[src/irpq_pkg.sv]
// Shared types and codes for the interrupt request priority queue.
`default_nettype none

package irpq_pkg;

    localparam int TABLE_DEPTH_DEF = 8;

    localparam logic OP_RAISE = 1'b0;
    localparam logic OP_TAKE  = 1'b1;

    localparam logic [1:0] ST_OK        = 2'd0;
    localparam logic [1:0] ST_BAD_VEC   = 2'd1;
    localparam logic [1:0] ST_FULL      = 2'd2;
    localparam logic [1:0] ST_TAKE_NONE = 2'd3;

    typedef struct packed {
        logic       op;
        logic [7:0] req_vector;
        logic [7:0] req_priority;
    } t_in_word;

    typedef struct packed {
        logic [1:0] status;
        logic [7:0] taken_vector;
        logic [7:0] taken_priority;
        logic       lowest_dropped;
        logic       now_empty;
    } t_out_word;

    // per-cell update command
    typedef struct packed {
        logic raise;
        logic take;
        logic ins;
        logic shift_in;
    } t_cell_cmd;

    // per-cell search flags against the pending request
    typedef struct packed {
        logic lower_pri;
        logic vec_at_least;
    } t_cell_flag;

endpackage

`default_nettype wire

[src/irpq_cell.sv]
// One table slot: holds a vector and priority, compares against the request, shifts.
`default_nettype none

module irpq_cell (
    input  wire logic                  i_clk,
    input  wire logic                  i_rst_n,
    input  wire irpq_pkg::t_cell_cmd   i_cmd,
    input  wire logic [7:0]            i_new_vec,
    input  wire logic [7:0]            i_new_pri,
    input  wire logic [7:0]            i_prev_vec,
    input  wire logic [7:0]            i_prev_pri,
    input  wire logic [7:0]            i_next_vec,
    input  wire logic [7:0]            i_next_pri,
    output logic [7:0]                 o_vec,
    output logic [7:0]                 o_pri,
    output irpq_pkg::t_cell_flag       o_flag
);
    import irpq_pkg::*;

    logic [7:0] r_vec;
    logic [7:0] r_pri;
    logic [7:0] n_vec;
    logic [7:0] n_pri;
    logic       w_empty;

    assign w_empty = (r_vec == 8'd0);

    always_comb begin
        o_flag.lower_pri    = w_empty || (r_pri < i_new_pri);
        o_flag.vec_at_least = w_empty || (r_vec >= i_new_vec);
    end

    always_comb begin
        n_vec = r_vec;
        n_pri = r_pri;
        priority if (i_cmd.raise && i_cmd.ins) begin
            n_vec = i_new_vec;
            n_pri = i_new_pri;
        end else if (i_cmd.raise && i_cmd.shift_in) begin
            n_vec = i_prev_vec;
            n_pri = i_prev_pri;
        end else if (i_cmd.take) begin
            n_vec = i_next_vec;
            n_pri = i_next_pri;
        end
    end

    always_ff @(posedge i_clk) begin
        if (!i_rst_n) begin
            r_vec <= 8'd0;
            r_pri <= 8'd0;
        end else begin
            r_vec <= n_vec;
            r_pri <= n_pri;
        end
    end

    assign o_vec = r_vec;
    assign o_pri = r_pri;

endmodule

`default_nettype wire

[src/interrupt_request_priority_queue_core.sv]
// Top level: sorted interrupt request table built as a chain of slot cells.
//
//  channel | direction | handshake                 | word
//  in      | input     | i_in_valid / o_in_ready   | i_in_word  (t_in_word)
//  out     | output    | o_out_valid / i_out_ready | o_out_word (t_out_word)
//
// Each word goes through three steps: accept, position search (per-cell compares
// plus a TABLE_DEPTH-bit two's-complement scan), then the table update.
// The update waits while the output register holds an untaken word.
// A new word is accepted only when the previous one has been applied.
// Synchronous active-low reset empties every slot.
`default_nettype none

module interrupt_request_priority_queue_core #(
    parameter int TABLE_DEPTH = irpq_pkg::TABLE_DEPTH_DEF
) (
    input  wire logic                i_clk,
    input  wire logic                i_rst_n,
    input  wire logic                i_in_valid,
    output logic                     o_in_ready,
    input  wire irpq_pkg::t_in_word  i_in_word,
    output logic                     o_out_valid,
    input  wire logic                i_out_ready,
    output irpq_pkg::t_out_word      o_out_word
);
    import irpq_pkg::*;

    localparam logic [1:0] S_IDLE  = 2'd0;
    localparam logic [1:0] S_POS   = 2'd1;
    localparam logic [1:0] S_APPLY = 2'd2;

    localparam logic [TABLE_DEPTH-1:0] LSB_ONE = {{(TABLE_DEPTH-1){1'b0}}, 1'b1};

    logic [1:0]             r_state;
    logic [1:0]             n_state;
    logic                   r_op;
    logic [7:0]             r_vec;
    logic [7:0]             r_pri;
    logic [TABLE_DEPTH-1:0] r_c;
    logic [TABLE_DEPTH-1:0] n_c;
    logic                   r_out_valid;
    t_out_word              r_out;
    t_out_word              n_out;

    logic [7:0]             w_vec [TABLE_DEPTH];
    logic [7:0]             w_pri [TABLE_DEPTH];
    t_cell_flag             w_flag [TABLE_DEPTH];
    t_cell_cmd              w_cmd [TABLE_DEPTH];
    logic [TABLE_DEPTH-1:0] w_a;
    logic [TABLE_DEPTH-1:0] w_b;
    logic [TABLE_DEPTH-1:0] w_mask1;
    logic [TABLE_DEPTH-1:0] w_from;
    logic [TABLE_DEPTH-1:0] w_ins;
    logic [TABLE_DEPTH-1:0] w_after;
    logic                   w_head_empty;
    logic                   w_bad;
    logic                   w_raise_ok;
    logic                   w_take_ok;
    logic                   w_go;

    genvar k;
    generate
        for (k = 0; k < TABLE_DEPTH; k++) begin : g_cell
            logic [7:0] w_pv;
            logic [7:0] w_pp;
            logic [7:0] w_nv;
            logic [7:0] w_np;

            if (k == 0) begin : g_first
                assign w_pv = 8'd0;
                assign w_pp = 8'd0;
            end else begin : g_mid
                assign w_pv = w_vec[k-1];
                assign w_pp = w_pri[k-1];
            end

            if (k == TABLE_DEPTH - 1) begin : g_last
                assign w_nv = 8'd0;
                assign w_np = 8'd0;
            end else begin : g_inner
                assign w_nv = w_vec[k+1];
                assign w_np = w_pri[k+1];
            end

            assign w_a[k] = w_flag[k].lower_pri;
            assign w_b[k] = w_flag[k].vec_at_least;

            // raise, take, ins, shift_in
            assign w_cmd[k] = {w_go && w_raise_ok, w_go && w_take_ok, w_ins[k], w_after[k]};

            irpq_cell u_cell (
                .i_clk      (i_clk),
                .i_rst_n    (i_rst_n),
                .i_cmd      (w_cmd[k]),
                .i_new_vec  (r_vec),
                .i_new_pri  (r_pri),
                .i_prev_vec (w_pv),
                .i_prev_pri (w_pp),
                .i_next_vec (w_nv),
                .i_next_pri (w_np),
                .o_vec      (w_vec[k]),
                .o_pri      (w_pri[k]),
                .o_flag     (w_flag[k])
            );
        end
    endgenerate

    assign w_head_empty = (w_vec[0] == 8'd0);
    assign w_bad        = r_vec[0] || (r_vec == 8'd0);

    // bits at and above the first set bit of w_a, then the w_b bits there (slot 0 if table empty)
    always_comb begin
        w_mask1 = w_a | (~w_a + LSB_ONE);
        if (w_head_empty) begin
            n_c = LSB_ONE;
        end else begin
            n_c = w_b & w_mask1;
        end
    end

    always_comb begin
        w_from  = r_c | (~r_c + LSB_ONE);
        w_ins   = r_c & (~r_c + LSB_ONE);
        w_after = w_head_empty ? '0 : (w_from & ~w_ins);
    end

    assign w_raise_ok = (r_op == OP_RAISE) && !w_bad && (r_c != '0);
    assign w_take_ok  = (r_op == OP_TAKE) && !w_head_empty;
    assign w_go       = (r_state == S_APPLY) && (!r_out_valid || i_out_ready);

    always_comb begin
        n_out.status         = ST_OK;
        n_out.taken_vector   = 8'd0;
        n_out.taken_priority = 8'd0;
        n_out.lowest_dropped = 1'b0;
        n_out.now_empty      = w_head_empty;
        if (r_op == OP_RAISE) begin
            priority if (w_bad) begin
                n_out.status = ST_BAD_VEC;
            end else if (r_c == '0) begin
                n_out.status = ST_FULL;
            end else begin
                n_out.lowest_dropped = (w_vec[TABLE_DEPTH-1] != 8'd0);
                n_out.now_empty      = 1'b0;
            end
        end else begin
            if (w_head_empty) begin
                n_out.status    = ST_TAKE_NONE;
                n_out.now_empty = 1'b1;
            end else begin
                n_out.taken_vector   = w_vec[0];
                n_out.taken_priority = w_pri[0];
                n_out.now_empty      = (w_vec[1] == 8'd0);
            end
        end
    end

    always_comb begin
        n_state = r_state;
        unique case (r_state)
            S_IDLE: begin
                if (i_in_valid) begin
                    n_state = S_POS;
                end
            end
            S_POS: begin
                n_state = S_APPLY;
            end
            S_APPLY: begin
                if (w_go) begin
                    n_state = S_IDLE;
                end
            end
            default: begin
                n_state = S_IDLE;
            end
        endcase
    end

    always_ff @(posedge i_clk) begin
        if (!i_rst_n) begin
            r_state     <= S_IDLE;
            r_out_valid <= 1'b0;
        end else begin
            r_state <= n_state;
            if (w_go) begin
                r_out_valid <= 1'b1;
            end else if (i_out_ready) begin
                r_out_valid <= 1'b0;
            end
        end
    end

    always_ff @(posedge i_clk) begin
        if (r_state == S_IDLE && i_in_valid) begin
            r_op  <= i_in_word.op;
            r_vec <= i_in_word.req_vector;
            r_pri <= i_in_word.req_priority;
        end
        if (r_state == S_POS) begin
            r_c <= n_c;
        end
        if (w_go) begin
            r_out <= n_out;
        end
    end

    assign o_in_ready  = (r_state == S_IDLE);
    assign o_out_valid = r_out_valid;
    assign o_out_word  = r_out;

endmodule

`default_nettype wire
[config.mk]
export PLATFORM = sky130hd
export DESIGN_NAME = interrupt_request_priority_queue_core
export DESIGN_NICKNAME = d
export VERILOG_FILES = /design/src/irpq_pkg.sv /design/src/irpq_cell.sv /design/src/interrupt_request_priority_queue_core.sv
export SDC_FILE = /design/constraint.sdc
export NUM_CORES = 1
export LEC_CHECK = 0
export ABC_AREA = 1
export BUFFER_PORTS_ARGS = -buffer_cell sky130_fd_sc_hd__buf_2
export CORE_MARGIN = 8
export CORE_UTILIZATION = 35
export CTS_BUF_LIST = sky130_fd_sc_hd__clkbuf_8
export CTS_CLUSTER_SIZE = 12
export DETAILED_ROUTE_END_ITERATION = 12
export SLEW_MARGIN = 20
export SYNTH_ARGS = -nofsm -noshare
export SYNTH_HDL_FRONTEND = slang
export SYNTH_SLANG_ARGS = --single-unit
[constraint.sdc]
create_clock -name i_clk -period 3.35 [get_ports i_clk]
set_input_delay 0.335 -clock i_clk [delete_from_list [all_inputs] [get_ports i_clk]]
set_output_delay 0.335 -clock i_clk [all_outputs]
set_load 0.005 [all_outputs]
==> impl_results.md <==
* Outcome: finished, final reports clean
* Number of search-and-repair iterations in the first detailed-routing pass at 6
* Source-to-sink clock delay at the later pin of the worst-skew pair at 0.49 ns
* Starting density of the core at 0.355
* Mean post-synth cell area at 6.93 µm²
* Net count, final at 1984
* Number of sinks on the clock net at 176
* Maximum net fanout on the critical path at 25
* Sum of routed wire length over all layers at 39200 µm
* Number of CTS-inserted buffers at 17
* Achievable Freq at 0.326 GHz
* FP Rows at 69
* Vertical die dimension at 206 µm
* Initial antenna violation count at 0
* Ratio of routed vias to standard cells at 5.35
* Post-route clock skew at 0.0236 ns
* Critical path type: register to register
* Setup-failing EPs final at 0
* # H-tree levels at 4
* Clock tree from TritonCTS: done
* Global-route wire length before repair at 63300 µm
* Part of the total power dissipated in the clock network at 0.363
* RSZ-0062 raised after global routing: no
* Hold Fails Final Rpt at 0
* Sum of net half-perimeters after detailed placement at 29100 µm
* Setup TNS at 0 ns
* Layout cell share with drive strength beyond 1 at 0.0948
* Number of buffers added for setup after CTS at 0
* CTS max path bufs at 2
* Yosys warnings at 0
* Antenna-violating nets left at 0
* Switching power as a share of total power at 0.305
* Maximum number of pins on one net before global-route repair at 64
* Number of DRC violations after detailed-routing iteration 0 at 1037
* Class of the tightest hold or removal check: primary input to register
* DRC Markers at 0
* RD Place Congestion at 0.885
* Minimum setup slack among reg-to-reg paths at 0.28 ns
* Worst IR Drop VDD at 0.000220 V
* Tcrit/Tclk final at 0.917
* Critical path launch point type: register
* Remaining Overflow, GRT at 0
* Number of max-cap violations at 0
* Final std cells w/o fill at 2317
* Power density over cell area at 303 mW/mm²
* Clock tree root buffer cell: clkbuf_8
* Average routed wire per standard cell at 16.9 µm
* Sort of element at the end of the critical path: register
* Die footprint at 0.0424 mm²
* Proportion of power drawn by combinational gates at 0.098
* Clock transition time at the flip-flop clock pins of the worst setup and hold paths at 0.11 ns
* Cell Int Power at 2890 µW
* Register area share after synthesis at 0.315
* Synthesized area at 0.0126 mm²
* Number of inserted diodes at 0
* All-Layer GR Usage at 0.185
* Core region area at 0.0356 mm²
* Slew headroom at 0.437
* Synth unique cells at 34
* Mapped Nets at 1962
* Die boundary width at 206 µm
* P&R area growth vs syn at 8.73%
* Vias in the first global route at 11900
* Synth Register Bits at 176
* Boundary Pins at 43
* Worst slew pin tran at 0.844 ns
* Number of cells in the design after placement at 2275
* Power share of the sequential group at 0.538
* Psw at 1270 µW
* Data arrival at the endpoint of the critical path at 3.51 ns
* Synth Instances at 1821
* Required time at the worst-slack endpoint at 3.78 ns
* Time the worst path needs with I/O delays and setup at 3.07 ns
* PortBufs at 42
* Final Max Tran Viols at 0
* Via count at 12400
* Leakage Power at 0.00688 µW
synthesized netlist by cell type:
library cell | instances | area share
edfxtp_1 | 45 | 0.11
inv_2 | 21 | 0.0062
buf_4 | 14 | 0.0083
buf_2 | 45 | 0.018
clkbuf_1 | 18 | 0.0053
o2111a_1 | 1 | 0.00089
nand2_1 | 428 | 0.13
dfxtp_1 | 131 | 0.21
nand2_2 | 7 | 0.0035
o22ai_1 | 1 | 0.00050
o21a_1 | 13 | 0.0077
o21bai_1 | 16 | 0.0095
o31ai_1 | 2 | 0.0012
o21ai_0 | 13 | 0.0052
o21ai_2 | 1 | 0.00069
nor4_1 | 7 | 0.0035
buf_6 | 8 | 0.0071
o211ai_1 | 47 | 0.028
nand3_2 | 9 | 0.0071
nor2_4 | 6 | 0.0053
a21oi_1 | 168 | 0.067
a211oi_1 | 1 | 0.00059
nand3_1 | 91 | 0.036
nand3_4 | 4 | 0.0055
nand4_1 | 128 | 0.063
o21ai_1 | 1 | 0.00040
nand4_4 | 3 | 0.0051
nor3_1 | 11 | 0.0044
nor2_2 | 5 | 0.0025
ha_1 | 120 | 0.12
buf_1 | 7 | 0.0021
nor2_8 | 1 | 0.0016
nor2_1 | 203 | 0.060
inv_1 | 245 | 0.073
cell usage in the layout, fill, tap and decap left out, drive strengths merged:
master         n
nand2        435
inv          274
nor2         215
a21oi        168
dfxtp        131
nand4        131
ha           120
nand3        104
buf           85
o211ai        47
edfxtp        45
clkbuf        18
o21bai        16
o21ai         15
o21a          13
nor3          11
dlygate4sd3   10
nor4           7
clkinv         4
o31ai          2
clkinvlp       2
o2111a         1
o22ai          1
a211oi         1
layer usage:
metal	vias up	GRT usage	wire, µm
li1	6088	-	-
met1	5854	0.246	17900
met2	397	0.305	18200
met3	53	0.0254	2310
met4	0	0.0586	792
met5	-	0	0
worst paths after layout:
| path | from | to | cells past startpoint |
|---|---|---|---|
| setup / recovery | r_vec[4]$_DFFE_PP_ | g_cell[4].u_cell.o_pri[3]$_SDFFE_PN0P_ | 11 |
| hold / removal | i_in_word[13] | r_vec[5]$_DFFE_PP_ | 1 |
| setup reg to reg | r_vec[4]$_DFFE_PP_ | g_cell[4].u_cell.o_pri[3]$_SDFFE_PN0P_ | 11 |
| hold reg to reg | g_cell[0].u_cell.o_pri[0]$_SDFFE_PN0P_ | g_cell[0].u_cell.o_pri[0]$_SDFFE_PN0P_ | 2 |
final cells by class:
| class | count | area, µm² |
|---|---|---|
| clock buffers | 18 | 248 |
| clock inverters | 14 | 126 |
| fillers | 3768 | 21800 |
| inverters | 266 | 998 |
| multi-input cells | 1287 | 7150 |
| flip-flops and latches | 176 | 3970 |
| well taps | 461 | 577 |
| repair buffers | 95 | 658 |
logic make-up after synthesis:
group	after synthesis	share of synthesized area
adder cells (fa/ha/maj)	120	0.119
AO/OA/AOI/OAI	264	0.121
buffers and inverters	358	0.120
AND/OR/NAND/NOR	903	0.325
flip-flops	176	0.315
metrics by stage:
stage | total power [µW] | hold WS, ns | worst slack (ns) | util | area [µm²]
6_report | 4160 | 0.0216 | 0.279 | 0.386 | 13700
5_1_grt | 4320 | 0.00206 | 0.0449 | 0.386 | 13700
4_1_cts | 4190 | 0.00206 | 0.270 | 0.383 | 13600
3_5_place_dp | 2680 | 0.476 | 0.291 | 0.373 | 13300
3_3_place_gp | 2680 | 0.473 | 0.375 | 0.373 | 13300
2_1_floorplan | 2530 | 0.434 | 1.36 | - | 12600
critical path: stages, from the launching register on:
cell and delay (ns):
edfxtp_1 0.59, inv_2 0.24, nand3_2 0.17, o21ai_2 0.10, nor2_4 0.46, buf_4 0.42
nand3_4 0.28, nand2_2 0.38, nand3_1 0.13, nand3_1 0.09, nand2_1 0.05, inv_1 0.07
state kept, by name (all words and copies together), names as in the netlist:
signal,flops
g_cell.u_cell.o_pri,64
r_op,1
g_cell.u_cell.o_vec,64
o_out_word,20
r_c,8
r_pri,8
o_out_valid,1
r_vec,8
r_state,2
power groups by stage:
stage | registers, µW | clock network [µW] | logic, µW
6_report | 2240 | 1510 | 410
5_1_grt | 2240 | 1620 | 455
4_1_cts | 2240 | 1550 | 400
3_5_place_dp | 2290 | 0 | 397
3_3_place_gp | 2290 | 0 | 391
2_1_floorplan | 2280 | 0 | 251
what timing repair did:
action                     4_1_cts  5_1_grt
hold endpoints to repair         1        9
gates resized for setup          0        1
setup endpoints to repair        0        7
hold buffers                     1        9
(Power assumes the default switching activity.)
